--- config.mk ---
export PLATFORM = sky130hd
export DESIGN_NAME = pmr_regs
export DESIGN_NICKNAME = d
export VERILOG_FILES = /design/src/hdl/assert_macros.svh /design/src/hdl/pmr_pkg.sv /design/src/hdl/pmr_regs.sv
export SDC_FILE = /design/constraint.sdc
export NUM_CORES = 1
export LEC_CHECK = 0
export BUFFER_PORTS_ARGS = -buffer_cell sky130_fd_sc_hd__buf_2
export CORE_ASPECT_RATIO = 0.8
export CORE_UTILIZATION = 39
export CTS_CLUSTER_SIZE = 12
export DETAILED_ROUTE_END_ITERATION = 16
export PLACE_DENSITY = 0.82
export SETUP_SLACK_MARGIN = 0.05
export SLEW_MARGIN = 10
export SYNTH_ARGS = -nofsm -noshare
export SYNTH_HDL_FRONTEND = slang
export SYNTH_SLANG_ARGS = --single-unit
--- constraint.sdc ---
create_clock -name clk -period 0.8 [get_ports clk]
set_input_delay 0.04 -clock clk [delete_from_list [all_inputs] [get_ports clk]]
set_output_delay 0.04 -clock clk [all_outputs]
set_load 0.05 [all_outputs]
--- src/hdl/assert_macros.svh ---
// concurrent assertion helpers, compiled out for synthesis
`ifndef ASSERT_MACROS_SVH
`define ASSERT_MACROS_SVH

`ifndef SYNTHESIS

`define ASSERT_PROP(lbl, clk, rst_n, prop) \
    lbl: assert property (@(posedge clk) disable iff (!rst_n) prop) \
        else $error("assertion failed");

`define ASSERT_NEVER(lbl, clk, rst_n, expr) \
    lbl: assert property (@(posedge clk) disable iff (!rst_n) !(expr)) \
        else $error("assertion failed");

`else

`define ASSERT_PROP(lbl, clk, rst_n, prop)

`define ASSERT_NEVER(lbl, clk, rst_n, expr)

`endif

`endif

--- src/hdl/pmr_pkg.sv ---
package pmr_pkg;

    localparam int FILE_W        = 48;
    localparam int PIECE_W       = 31;
    localparam int PROD_W        = 62;
    localparam int COUNT_W       = 9;
    localparam int IDX_W         = 8;
    localparam int MAX_FILES_DEF = 256;
    localparam int APB_AW        = 3;
    localparam int APB_DW        = 32;

    localparam logic [PIECE_W-1:0] PIECE_BYTES_RST = 31'd262144;
    localparam logic [COUNT_W-1:0] FILE_COUNT_RST  = 9'd1;

    localparam logic REG_PIECE_BYTES = 1'b0;
    localparam logic REG_FILE_COUNT  = 1'b1;

    typedef enum logic [1:0] {
        OP_LOAD,
        OP_SPAN,
        OP_RANGE,
        OP_LEN
    } op_t;

    typedef enum logic [2:0] {
        RES_NONE,
        RES_FAIL,
        RES_LOAD,
        RES_LEN,
        RES_SPAN,
        RES_OVERLAP
    } res_op_t;

    typedef enum logic [3:0] {
        ST_IDLE,
        ST_LOAD,
        ST_MUL,
        ST_TOTAL,
        ST_CHECK,
        ST_CLIP,
        ST_END,
        ST_SCAN,
        ST_BOUND,
        ST_OVERLAP,
        ST_DONE
    } state_t;

    typedef struct packed {
        op_t                 opcode;
        logic [IDX_W-1:0]    file_index;
        logic [PIECE_W-1:0]  piece_index;
        logic [FILE_W-1:0]   file_bytes;
    } req_t;

    typedef struct packed {
        logic                ok;
        logic [IDX_W-1:0]    first_file;
        logic [IDX_W-1:0]    last_file;
        logic [PIECE_W-1:0]  offset_in_piece;
        logic [FILE_W-1:0]   offset_in_file;
        logic [PIECE_W-1:0]  span_bytes;
    } rsp_t;

    typedef struct packed {
        logic    capture;
        logic    load_wr;
        logic    mul;
        logic    scan_start;
        logic    run;
        logic    total;
        logic    check;
        logic    clip;
        logic    end_calc;
        logic    match;
        logic    bound;
        res_op_t res_op;
        logic    push;
    } cmd_t;

    typedef struct packed {
        op_t  op;
        logic scan_done;
        logic piece_ok;
        logic out_free;
    } status_t;

endpackage

--- src/hdl/pmr_regs.sv ---
module pmr_regs
(
    input  logic                          clk,
    input  logic                          rst_n,
    input  logic                          psel,
    input  logic                          penable,
    input  logic                          pwrite,
    input  logic [pmr_pkg::APB_AW-1:0]    paddr,
    input  logic [pmr_pkg::APB_DW-1:0]    pwdata,
    output logic [pmr_pkg::APB_DW-1:0]    prdata,
    output logic                          pready,
    output logic [pmr_pkg::PIECE_W-1:0]   piece_bytes,
    output logic [pmr_pkg::COUNT_W-1:0]   file_count
);
    import pmr_pkg::*;

    logic [PIECE_W-1:0] piece_bytes_reg;
    logic [COUNT_W-1:0] file_count_reg;
    logic               wr_en;
    logic               reg_sel;

    assign pready  = 1'b1;
    assign wr_en   = psel && penable && pwrite;
    assign reg_sel = paddr[2];

    always_ff @(posedge clk or negedge rst_n)
    begin
        if (!rst_n)
        begin
            piece_bytes_reg <= PIECE_BYTES_RST;
            file_count_reg  <= FILE_COUNT_RST;
        end
        else if (wr_en)
        begin
            unique case (reg_sel)
                REG_PIECE_BYTES: piece_bytes_reg <= pwdata[PIECE_W-1:0];
                REG_FILE_COUNT:  file_count_reg  <= pwdata[COUNT_W-1:0];
                default:         ;
            endcase
        end
    end

    always_comb
    begin
        unique case (reg_sel)
            REG_PIECE_BYTES: prdata = APB_DW'(piece_bytes_reg);
            REG_FILE_COUNT:  prdata = APB_DW'(file_count_reg);
            default:         prdata = '0;
        endcase
    end

    assign piece_bytes = piece_bytes_reg;
    assign file_count  = file_count_reg;

endmodule

## Yosys cells after proc, flatten, opt, wreduce, memory -nomap -nowiden

Index checks and enable logic that the tools add are counted.

| word-level totals | value |
|---|---|
| bits in registers | 40 |
| input bits | 40 |
| output and inout port bits | 73 |
| word-level logic and storage cells | 8 |

| operators by class | value |
|---|---|
| multiplexer cells | 1 |
| bitwise logic cells | 1 |
| reduce and logical (&&, ||, !) cells | 4 |

Operator list:

| kind | number |
|---|---|
| $pmux 32 s2 | 1 |
| $reduce_and 2->1 | 2 |
| $logic_and 1x1->1 | 2 |
| $not 1->1 | 1 |

## Logic depth before layout (Yosys ltp)

| logic depth | value |
|---|---|
| depth after elaboration | 3 |
| gate-level depth with buffers | 3 |
| gate-level depth less buffers | 2 |

## Worst setup path before layout

No wires, ideal clock.

| timing | value |
|---|---|
| kind | reg2out |
| start point | register piece_bytes_reg[18], in the netlist piece_bytes[18] |
| end point | output port prdata[18] (netlist bit) |
| arrival | 1445 ps |
| data required time | 760 ps |
| setup slack | -685 ps |
| cell stages (with the launch flop) | 2 |
| buffers on the path | 0 |
| cells stage by stage | dfstp_2 nor2b_1 |

| between the ends | value |
|---|---|
| word-level cells in the longest chain between the ends | 1 |

RTL lines:

| item | line | source |
|---|---|---|
| start, declared | pmr_regs.sv:17 | `logic [PIECE_W-1:0] piece_bytes_reg;` |
| start signal, assigned | pmr_regs.sv:36 | `REG_PIECE_BYTES: piece_bytes_reg <= pwdata[PIECE_W-1:0];` |
| $pmux 32 s2 | pmr_regs.sv:45 | `unique case (reg_sel)` |
| end, declared | pmr_regs.sv:10 | `output logic [pmr_pkg::APB_DW-1:0] prdata,` |

Every way passes these cells. The select of a mux whose other input is x is not followed.

## Worst setup path after layout

| timing | value |
|---|---|
| start point | register piece_bytes_reg[3], in the netlist piece_bytes[3] |
| end point | output port prdata[3] (netlist bit) |

Same word-level chain as after synthesis.

==> flow_summary.yaml <==
outcome:
  status: "finished, violations left"
  failed_checks: "negative hold slack, negative setup slack"
timing:
  fin_crit_sh: 1.54
  fin_hold_ws_ns: -0.0266
  skew_ns: 0
  max_freq_mhz: 814
  hold_violations: 25
  rsz0062_at_grt: "true"
  worst_slack_ns: -0.429
  fin_crit_ns: 1.23
  setup_viol_count_final: 103
  maxSlewViolCount: 0
  fin_setup_tns_ns: -20.50
power:
  total_power_w: 0.0117
  ir_drop_v: 0.00195
  powerDensity_nw_per_um2: 2950
  power.leakage_nw: 2.02
cts:
  cts_tree: "built"
  clockBufferDepth: 2
  numCtsBuffers: 5
  cts_sinks: 40
  cts_root_buffer: "clkbuf_8"
  clk_latency_ns: 0.30
  path_clk_slew_ns: 0.08
  htree_levels: 2
floorplanning:
  rows: 22
  core-area_um2: 4650
  num_io_pins: 113
  die_width_um: 80.3
  initial_utilization: 0.411
  die_y_um: 64.6
  die_area_um2: 5180
yosys:
  synthXorXnorAreaFrac: 0
  syn_nets: 163
  synthDistinctLibCells: 12
  syn_area_per_cell_um2: 15.5
  syn_area_um2: 1910
  yosys_warnings: 0
  synth-simple-area-share: 0.0910
  synth_compound_area_frac: 0
  async_flop_share: 1.00
  synth_seq_cells: 40
  synth_top_area_share: 0.498
  synth_area_leaders: "dfrtp_1 (50%), mux2_4 (24%), mux2_2 (11%)"
  netlist_top_cells_count: "dfrtp_1 (38), mux2_4 (30), nor2b_1 (22), mux2_2 (19), buf_6 (3)"
  synth-edff-count: 0
  synthFlopType: "dfrtp_1"
  seq_area_frac_synth: 0.525
  synth_mux_area_frac: 0.348
  synth.most_common_cell: "dfrtp_1"
  synthCells: 123
  yosysTopAreaCell: "dfrtp_1"
  synthAdderAreaFrac: 0
  synth_top_family_by_area: "multiplexers"
grt:
  grt_pass1_wl_mm: 9.76
  antenna_found_initial: 0
  grt_max_degree: 41
  first_global_vias: 1816
  grt.overflow.total: 0
  track_usage: 0.259
place:
  gp_congestion: 0.701
  place_hpwl_mm: 3.41
  placed_area_um2: 2850
  port_buffers: 107
finish:
  largest_reg_flops: 31
  drive_above_1_share: 0.982
  nNetsFinal: 317
  syn2layout_area_growth_pct: 107
  fin_area_um2: 3960
  antenna-diode-count: 0
  nFillCells: 219
worst_setup_path:
  cp_slowest_stage_delay_ns: 0.43
  timing.rr.start: "piece_bytes[3]"
  cp-startpoint: "piece_bytes[3]"
  path_delay_family: "flip-flops"
  start_kind: "flop"
  cp.required_ns: 0.76
  crit_type: "reg -> out"
  worstPathMaxFanout: 2
  cp.arrival_ns: 1.19
  crit_buf_inv: 1
  critPathCaptureType: "primary output"
  critPathSlowestCell: "dfrtp_2"
  crit_chain: "mux2_4 > buf_6"
detailed_routing:
  routed_wl_mm: 6.65
  via_count: 1667
  via_per_inst: 4.93
  ant_nets: 0
  wl_per_cell_um: 19.7
  drtPass1Iterations: 4
  drc_errors: 0
  drtIter0Drc: 45
job:
  cap_violations: 0
worst_hold_path:
  min_from: "pwdata[22]"
  hp-class: "in -> reg"
-- report_power, final --
group | switching, W | total (W) | leakage (nW) | internal, W
Sequential | 0.000457 | 0.00303 | 0.436 | 0.00257
Combinational | 0.00375 | 0.00724 | 1.54 | 0.00349
Clock | 0.000727 | 0.00142 | 0.0510 | 0.000688
Total | 0.00493 | 0.0117 | 2.02 | 0.00675
-- logic make-up after synthesis --
logic type	count (synthesis)
multiplexers	49
flip-flops	40
AND/OR/NAND/NOR	24
buffers and inverters	8
other	2
-- per-stage QoR --
step                       util  worst slack, ns  std cells
after floorplan               -           -0.300        123
after global placement    0.614           -0.218        290
after detailed placement  0.614           -0.249        290
after CTS                 0.811           -0.410        326
after global routing      0.850           -0.433        338
final                     0.850           -0.429        338
-- layout make-up --
| cell class | instances | area [µm²] | area share |
|---|---|---|---|
| well taps | 60 | 75.1 | 0.0190 |
| clock buffers | 6 | 82.6 | 0.0209 |
| clock inverters | 2 | 10.0 | 0.00253 |
| flip-flops and latches | 40 | 1050 | 0.266 |
| repair buffers | 155 | 1660 | 0.418 |
| multi-input cells | 75 | 1080 | 0.274 |
-- routing by layer --
| layer | vias to the layer above | routed length, µm | track usage |
|---|---|---|---|
| met1 | 840 | 2510 | 0.280 |
| met4 | 0 | 200 | 0.100 |
| li1 | 722 | - | - |
| met5 | - | 0 | 0 |
| met2 | 87 | 3610 | 0.483 |
| met3 | 18 | 329 | 0.0662 |
-- placed cells by master (no fill, tap or decap) --
cell,instances
mux2_4,49
buf_12,6
clkinv_2,2
buf_4,5
conb_1,2
buf_8,28
dfrtp_2,38
buf_6,77
clkbuf_8,6
nor2b_4,22
nand4b_4,1
buf_2,36
dfstp_2,2
nand4_2,1
dlygate4sd3_1,3
-- worst reg2reg max path, stage by stage, from the launching register on --
cell and delay (ns):
dfrtp_2 0.43, buf_4 0.14, buf_6 0.11, mux2_4 0.26
-- path summary, 6_finish.rpt --
check / endpoint / depth (start not counted) / slack (ns)
hold reg to reg: piece_bytes[24] / 1 / 0.55
setup / recovery: prdata[3] / 2 / -0.43
setup reg to reg: piece_bytes[3] / 3 / -0.26
hold / removal: piece_bytes[22] / 2 / -0.03
max in group asynchronous: piece_bytes[18] / 3 / 0.27
min in group asynchronous: piece_bytes[8] / 3 / 0.27
-- timing repair --
| action | CTS | global route |
|---|---|---|
| gates resized for setup | 186 | 39 |
| pin swaps | 0 | 0 |
| setup buffers | 26 | 26 |
| hold buffers | 2 | 1 |
| setup endpoints to repair | 110 | 111 |
| hold endpoints to repair | 77 | 28 |
Note: power is estimated with default switching activity, not from simulation.
