--- config.mk ---
export PLATFORM = sky130hd
export DESIGN_NAME = pmr_ctrl
export DESIGN_NICKNAME = d
export VERILOG_FILES = /design/src/hdl/assert_macros.svh /design/src/hdl/pmr_pkg.sv /design/src/hdl/pmr_ctrl.sv
export SDC_FILE = /design/constraint.sdc
export NUM_CORES = 1
export LEC_CHECK = 0
export ABC_AREA = 1
export BUFFER_PORTS_ARGS = -buffer_cell sky130_fd_sc_hd__buf_2
export CORE_AREA = 10 10 47 49
export CTS_CLUSTER_SIZE = 10
export DETAILED_ROUTE_END_ITERATION = 16
export DIE_AREA = 0 0 57 59
export PLACE_DENSITY = 0.64
export SLEW_MARGIN = 20
export SYNTH_ARGS = -nofsm -noshare
export SYNTH_HDL_FRONTEND = slang
export SYNTH_SLANG_ARGS = --single-unit
--- constraint.sdc ---
create_clock -name clk -period 1.9 [get_ports clk]
set_input_delay 0.095 -clock clk [delete_from_list [all_inputs] [get_ports clk]]
set_output_delay 0.095 -clock clk [all_outputs]
set_load 0.01 [all_outputs]
--- src/hdl/assert_macros.svh ---
// concurrent assertion helpers, compiled out for synthesis
`ifndef ASSERT_MACROS_SVH
`define ASSERT_MACROS_SVH

`ifndef SYNTHESIS

`define ASSERT_PROP(lbl, clk, rst_n, prop) \
    lbl: assert property (@(posedge clk) disable iff (!rst_n) prop) \
        else $error("assertion failed");

`define ASSERT_NEVER(lbl, clk, rst_n, expr) \
    lbl: assert property (@(posedge clk) disable iff (!rst_n) !(expr)) \
        else $error("assertion failed");

`else

`define ASSERT_PROP(lbl, clk, rst_n, prop)

`define ASSERT_NEVER(lbl, clk, rst_n, expr)

`endif

`endif

--- src/hdl/pmr_pkg.sv ---
package pmr_pkg;

    localparam int FILE_W        = 48;
    localparam int PIECE_W       = 31;
    localparam int PROD_W        = 62;
    localparam int COUNT_W       = 9;
    localparam int IDX_W         = 8;
    localparam int MAX_FILES_DEF = 256;
    localparam int APB_AW        = 3;
    localparam int APB_DW        = 32;

    localparam logic [PIECE_W-1:0] PIECE_BYTES_RST = 31'd262144;
    localparam logic [COUNT_W-1:0] FILE_COUNT_RST  = 9'd1;

    localparam logic REG_PIECE_BYTES = 1'b0;
    localparam logic REG_FILE_COUNT  = 1'b1;

    typedef enum logic [1:0] {
        OP_LOAD,
        OP_SPAN,
        OP_RANGE,
        OP_LEN
    } op_t;

    typedef enum logic [2:0] {
        RES_NONE,
        RES_FAIL,
        RES_LOAD,
        RES_LEN,
        RES_SPAN,
        RES_OVERLAP
    } res_op_t;

    typedef enum logic [3:0] {
        ST_IDLE,
        ST_LOAD,
        ST_MUL,
        ST_TOTAL,
        ST_CHECK,
        ST_CLIP,
        ST_END,
        ST_SCAN,
        ST_BOUND,
        ST_OVERLAP,
        ST_DONE
    } state_t;

    typedef struct packed {
        op_t                 opcode;
        logic [IDX_W-1:0]    file_index;
        logic [PIECE_W-1:0]  piece_index;
        logic [FILE_W-1:0]   file_bytes;
    } req_t;

    typedef struct packed {
        logic                ok;
        logic [IDX_W-1:0]    first_file;
        logic [IDX_W-1:0]    last_file;
        logic [PIECE_W-1:0]  offset_in_piece;
        logic [FILE_W-1:0]   offset_in_file;
        logic [PIECE_W-1:0]  span_bytes;
    } rsp_t;

    typedef struct packed {
        logic    capture;
        logic    load_wr;
        logic    mul;
        logic    scan_start;
        logic    run;
        logic    total;
        logic    check;
        logic    clip;
        logic    end_calc;
        logic    match;
        logic    bound;
        res_op_t res_op;
        logic    push;
    } cmd_t;

    typedef struct packed {
        op_t  op;
        logic scan_done;
        logic piece_ok;
        logic out_free;
    } status_t;

endpackage

--- src/hdl/pmr_ctrl.sv ---
module pmr_ctrl
(
    input  logic              clk,
    input  logic              rst_n,
    input  logic              req_valid,
    output logic              req_stall,
    input  pmr_pkg::status_t  status,
    output pmr_pkg::cmd_t     cmd
);
    import pmr_pkg::*;

    state_t state_reg;
    state_t state_next;

    always_ff @(posedge clk or negedge rst_n)
    begin
        if (!rst_n)
        begin
            state_reg <= ST_IDLE;
        end
        else
        begin
            state_reg <= state_next;
        end
    end

    always_comb
    begin
        state_next = state_reg;
        cmd        = '0;
        cmd.res_op = RES_NONE;
        req_stall  = 1'b1;
        unique case (state_reg)
            ST_IDLE:
            begin
                req_stall = 1'b0;
                if (req_valid)
                begin
                    cmd.capture = 1'b1;
                    state_next  = ST_LOAD;
                end
            end
            // first cycle after capture: split loads from queries
            ST_LOAD:
            begin
                if (status.op == OP_LOAD)
                begin
                    cmd.load_wr = 1'b1;
                    cmd.res_op  = RES_LOAD;
                    state_next  = ST_DONE;
                end
                else
                begin
                    cmd.mul        = 1'b1;
                    cmd.scan_start = 1'b1;
                    state_next     = ST_MUL;
                end
            end
            ST_MUL:
            begin
                cmd.run    = 1'b1;
                state_next = ST_TOTAL;
            end
            ST_TOTAL:
            begin
                cmd.run = 1'b1;
                if (status.scan_done)
                begin
                    cmd.total  = 1'b1;
                    state_next = ST_CHECK;
                end
            end
            ST_CHECK:
            begin
                cmd.check  = 1'b1;
                state_next = ST_CLIP;
            end
            ST_CLIP:
            begin
                if (!status.piece_ok)
                begin
                    cmd.res_op = RES_FAIL;
                    state_next = ST_DONE;
                end
                else
                begin
                    cmd.clip   = 1'b1;
                    state_next = ST_END;
                end
            end
            ST_END:
            begin
                cmd.end_calc = 1'b1;
                if (status.op == OP_LEN)
                begin
                    cmd.res_op = RES_LEN;
                    state_next = ST_DONE;
                end
                else
                begin
                    cmd.scan_start = 1'b1;
                    state_next     = ST_SCAN;
                end
            end
            ST_SCAN:
            begin
                cmd.run   = 1'b1;
                cmd.match = 1'b1;
                if (status.scan_done)
                begin
                    state_next = ST_BOUND;
                end
            end
            ST_BOUND:
            begin
                cmd.bound = 1'b1;
                if (status.op == OP_SPAN)
                begin
                    cmd.res_op = RES_SPAN;
                    state_next = ST_DONE;
                end
                else
                begin
                    state_next = ST_OVERLAP;
                end
            end
            ST_OVERLAP:
            begin
                cmd.res_op = RES_OVERLAP;
                state_next = ST_DONE;
            end
            ST_DONE:
            begin
                if (status.out_free)
                begin
                    cmd.push   = 1'b1;
                    state_next = ST_IDLE;
                end
            end
            default:
            begin
                state_next = ST_IDLE;
            end
        endcase
    end

endmodule

### Yosys cells after proc, flatten, opt, wreduce, memory -nomap -nowiden

Index checks and enable logic that the tools add are counted.

* bits in registers: 4
* logic and storage cells: 54
* input port bits: 8

* equal/unequal tests: 16
* reduce and logical (&&, ||, !) cells: 4
* multiplexer cells: 33

Operators with widths (count)
* $pmux 4 s11: 1
* $mux 4: 7
* $mux 1: 17
* $eq 4x3->1 const B: 4
* $pmux 3 s5: 1
* $eq 4x4->1 const B: 3
* $mux 2: 5
* $eq 4x2->1 const B: 2
* $ne 2x2->1 const B: 4
* $eq 4x1->1 const B: 1
* $logic_not 4->1: 1
* $reduce_and 4->1: 1
* $mux 3: 1
* $reduce_or 3->1: 1
* $eq 2x1->1 const B: 1
* $eq 2x2->1 const B: 1
* $logic_not 2->1: 1
* $pmux 1 s2: 1

### Depth between registers and ports, before layout

* depth in word-level cells: 3
* mapped depth: 8

### Worst setup path after synthesis

OpenSTA, ideal clock, no wires.

* path type: register -> output
* start point: register state_reg[3]
* end point: output cmd[11] (netlist name)
* stages on the path, launching flop included: 7
* data required time: 1.805 ns
* path buffers: 1
* setup slack: 0.741 ns
* data arrival time: 1.064 ns
* path through: dfrtp_1 > buf_6 > inv_2 > nand2_1 > nor2_1 > nand2_1 > o21ai_0

RTL lines
* start, declared: line pmr_ctrl.sv:12 `state_t state_reg;`
* start signal, assigned: line pmr_ctrl.sv:23 `state_reg <= state_next;`
* end, declared: line pmr_ctrl.sv:8 `output pmr_pkg::cmd_t cmd`

==> run_results.csv <==
group,metric,value,unit
outcome,status,"completed",
die,initial_core_util,32.32,%
die,io_pins,24,
finish,drive_above_1_share,30.63,%
clock_tree,cts-root-buf,"clkbuf_4",
placed_design,hpwl,1.158,mm
finish,finalInstanceArea,609.3,sq um
die,core_area,1401,sq um
die,die_w,57,um
worst_setup_path,reg2reg_slack,650,ps
worst_setup_path,cp-end-kind,"output port",
synthesis,synthXorXnorAreaFrac,0,%
placed_design,pre_cts_slack,681.5,ps
clock_tree,cts_resized,0,
sta,worst_pin_slew,339.5,ps
worst_setup_path,worstPathRequired,1800,ps
drt,drtIter0Drc,17,
clock_tree,postCtsSetupRepairBufs,0,
finish,largest_reg_flops,4,
drt,wl,1.387,mm
sta,hold_violations,0,
sta,min_period,1451,ps
synthesis,netlist_area,452.9,sq um
drt,viasPerCell,4.732,
sta,fin_hold_ws,147.6,ps
power,peakVddDrop,0.0004342,V
worst_setup_path,path_class,"reg -> out",
worst_setup_path,arrival,1360,ps
sta,rsz0062_at_grt,"false",
die,die-height,59,um
synthesis,yosysSeqAreaShare,22.10,%
sta,finalSetupViolations,0,
synthesis,avgSynthCellArea,5.329,sq um
global_route,antenna_found_initial,0,
global_route,grt_pass1_vias,604,
global_route,grt_use_total,8.045,%
placed_design,routabilityCongestion,0.8670,
finish,nets,121,
clock_tree,clock-sinks,4,
synthesis,synth-simple-area-share,54.14,%
global_route,grt_max_degree,10,
synthesis,async_flop_share,100.0,%
worst_setup_path,setup.worst_path.start,"state_reg[3]",
synthesis,synth_compound_area_share,6.354,%
drt,ant_nets,0,
clock_tree,cts_buffer_depth,2,
sta,slew_headroom,77.37,%
sta,skew,2.667,ps
worst_setup_path,worstRegToRegCells,7,
power,p_per_area,1387,nW/um^2
worst_setup_path,reg2reg_to,"state_reg[0]",
sta,fmax,689.1,MHz
synthesis,ys_types,16,
synthesis,synth_area_leader_cell,"dfrtp_1",
clock_tree,cts_buffers,3,
synthesis,synthCells,85,
drt,first_pass_iters,4,
worst_setup_path,rr_startpoint,"state_reg[3]",
min_path,hold_class,"in -> reg",
placed_design,port_buffers,23,
synthesis,synth_top_family_by_area,"simple AND/OR/NAND/NOR gates",
sta,fin_crit_sh,76.37,%
global_route,overflow,0,
sta,tns,0,ps
synthesis,synth_nets,93,
synthesis,synth_fa_ha_area_share,0,%
synthesis,synth_mux_area_share,0,%
finish,final.fill_count,168,
synthesis,synth-seq-cells,4,
synthesis,yosysWarnings,0,
power,leakage,0.4165,nW
run,maxCapViolations,0,
clock_tree,cts_tree,"yes",
global_route,grt_first_pass_wirelength,2.346,mm
sta,setup_ws,448.9,ps
die,rows,14,
synthesis,yosys-top-cells-area,"dfrtp_1 22%, nand2_1 20%, nor2_1 14%",
synthesis,synth_enable_flop_cells,0,
sta,final_max_slew_viol_count,0,
worst_setup_path,crit_fanout,9,
placed_design,dpl_cell_area,576.8,sq um
clock_tree,htreeDepth,1,
drt,wire_per_inst,10.92,um
finish,syn2layout_area_growth,34.53,%
synthesis,synth.top_cell.area_share,22.10,%
finish,mostFrequentLayoutCells,"24 x nand2_1, 23 x buf_2, 17 x nor2_1, 15 x inv_1, 7 x nand3_1",
clock_tree,clkTransAtPathRegs,40,ps
power,power,0.0008450,W
worst_setup_path,crit_end,"cmd[1]",
finish,num_antenna_cells,0,
finish,final_common_cell,"nand2_1",
clock_tree,insertion_delay,230,ps
synthesis,ys.flop_type,"dfrtp_1",
drt,vias,601,
die,die-area,3363,sq um
worst_setup_path,startpoint_type,"flop",
drt,drc,0,
==> power breakdown <==
| part | leakage [nW] | total [W] | switching (W) | internal [W] |
|---|---|---|---|---|
| Sequential | 0.0499 | 0.000180 | 0.0000571 | 0.000123 |
| Clock | 0.0138 | 0.000104 | 0.0000330 | 0.0000705 |
| Combinational | 0.353 | 0.000561 | 0.000364 | 0.000197 |
| Total | 0.417 | 0.000845 | 0.000454 | 0.000391 |
==> logic make-up (layout without fill, tap and decap cells) <==
| kind of cell | count (synthesis) | count (layout) |
|---|---|---|
| AND/OR/NAND/NOR | 57 | 57 |
| buffers and inverters | 19 | 45 |
| AO/OA/AOI/OAI | 5 | 5 |
| flip-flops | 4 | 4 |
==> cell usage after synthesis (3+ instances only) <==
master and count:
inv_1 15, dfrtp_1 4, nor3_1 4, nand3_1 7, inv_2 3, nor2_1 17, nand2_1 24, nor2_2 3
==> worst min path at each step <==
| stage | from | end | slack (ps) | cells past startpoint |
|---|---|---|---|---|
| after floorplan | rst_n | state_reg[0] | -200 | 0 |
| after global placement | rst_n | state_reg[0] | -100 | 1 |
| after detailed placement | rst_n | state_reg[1] | -100 | 1 |
| after CTS | status[2] | state_reg[2] | 150 | 4 |
| after global routing | status[2] | state_reg[2] | 190 | 4 |
| final | status[2] | state_reg[2] | 150 | 4 |
==> repair_timing <==
action                                 in CTS  in global routing
hold buffers                                1                  0
setup endpoints to repair                   0                  0
endpoints found under the hold margin       4                  0
==> routing by layer <==
metal | track usage [%] | share of wire, % | vias to the layer above
met5 | 0 | 0 | -
met4 | 5.034 | 3.6 | 0
met3 | 2.361 | 10 | 7
met2 | 13.49 | 45 | 27
met1 | 8.690 | 41 | 261
li1 | - | - | 306
==> worst max-delay path, cell delays in order (launching register included) <==
cell and delay, ps:
dfrtp_1 490, nor2_2 210, nand2_1 100, o211ai_1 160, buf_2 160
==> cell type report <==
cell class / count / area (sq um) / share of cell area, %
repair buffers: 24 / 125.1 / 20.53
flip-flops and latches: 4 / 100.1 / 16.43
clock buffers: 3 / 22.52 / 3.696
inverters: 18 / 67.56 / 11.09
well taps: 16 / 20.02 / 3.285
multi-input cells: 62 / 274.0 / 44.97
==> through the flow <==
| stage | util [%] | instances |
|---|---|---|
| finish | 43.48 | 127 |
| global route | 43.48 | 127 |
| CTS | 43.48 | 127 |
| detailed placement | 41.16 | 123 |
| global placement | 41.16 | 123 |
| floorplan | - | 85 |
Power figures use the tool's default switching activity.
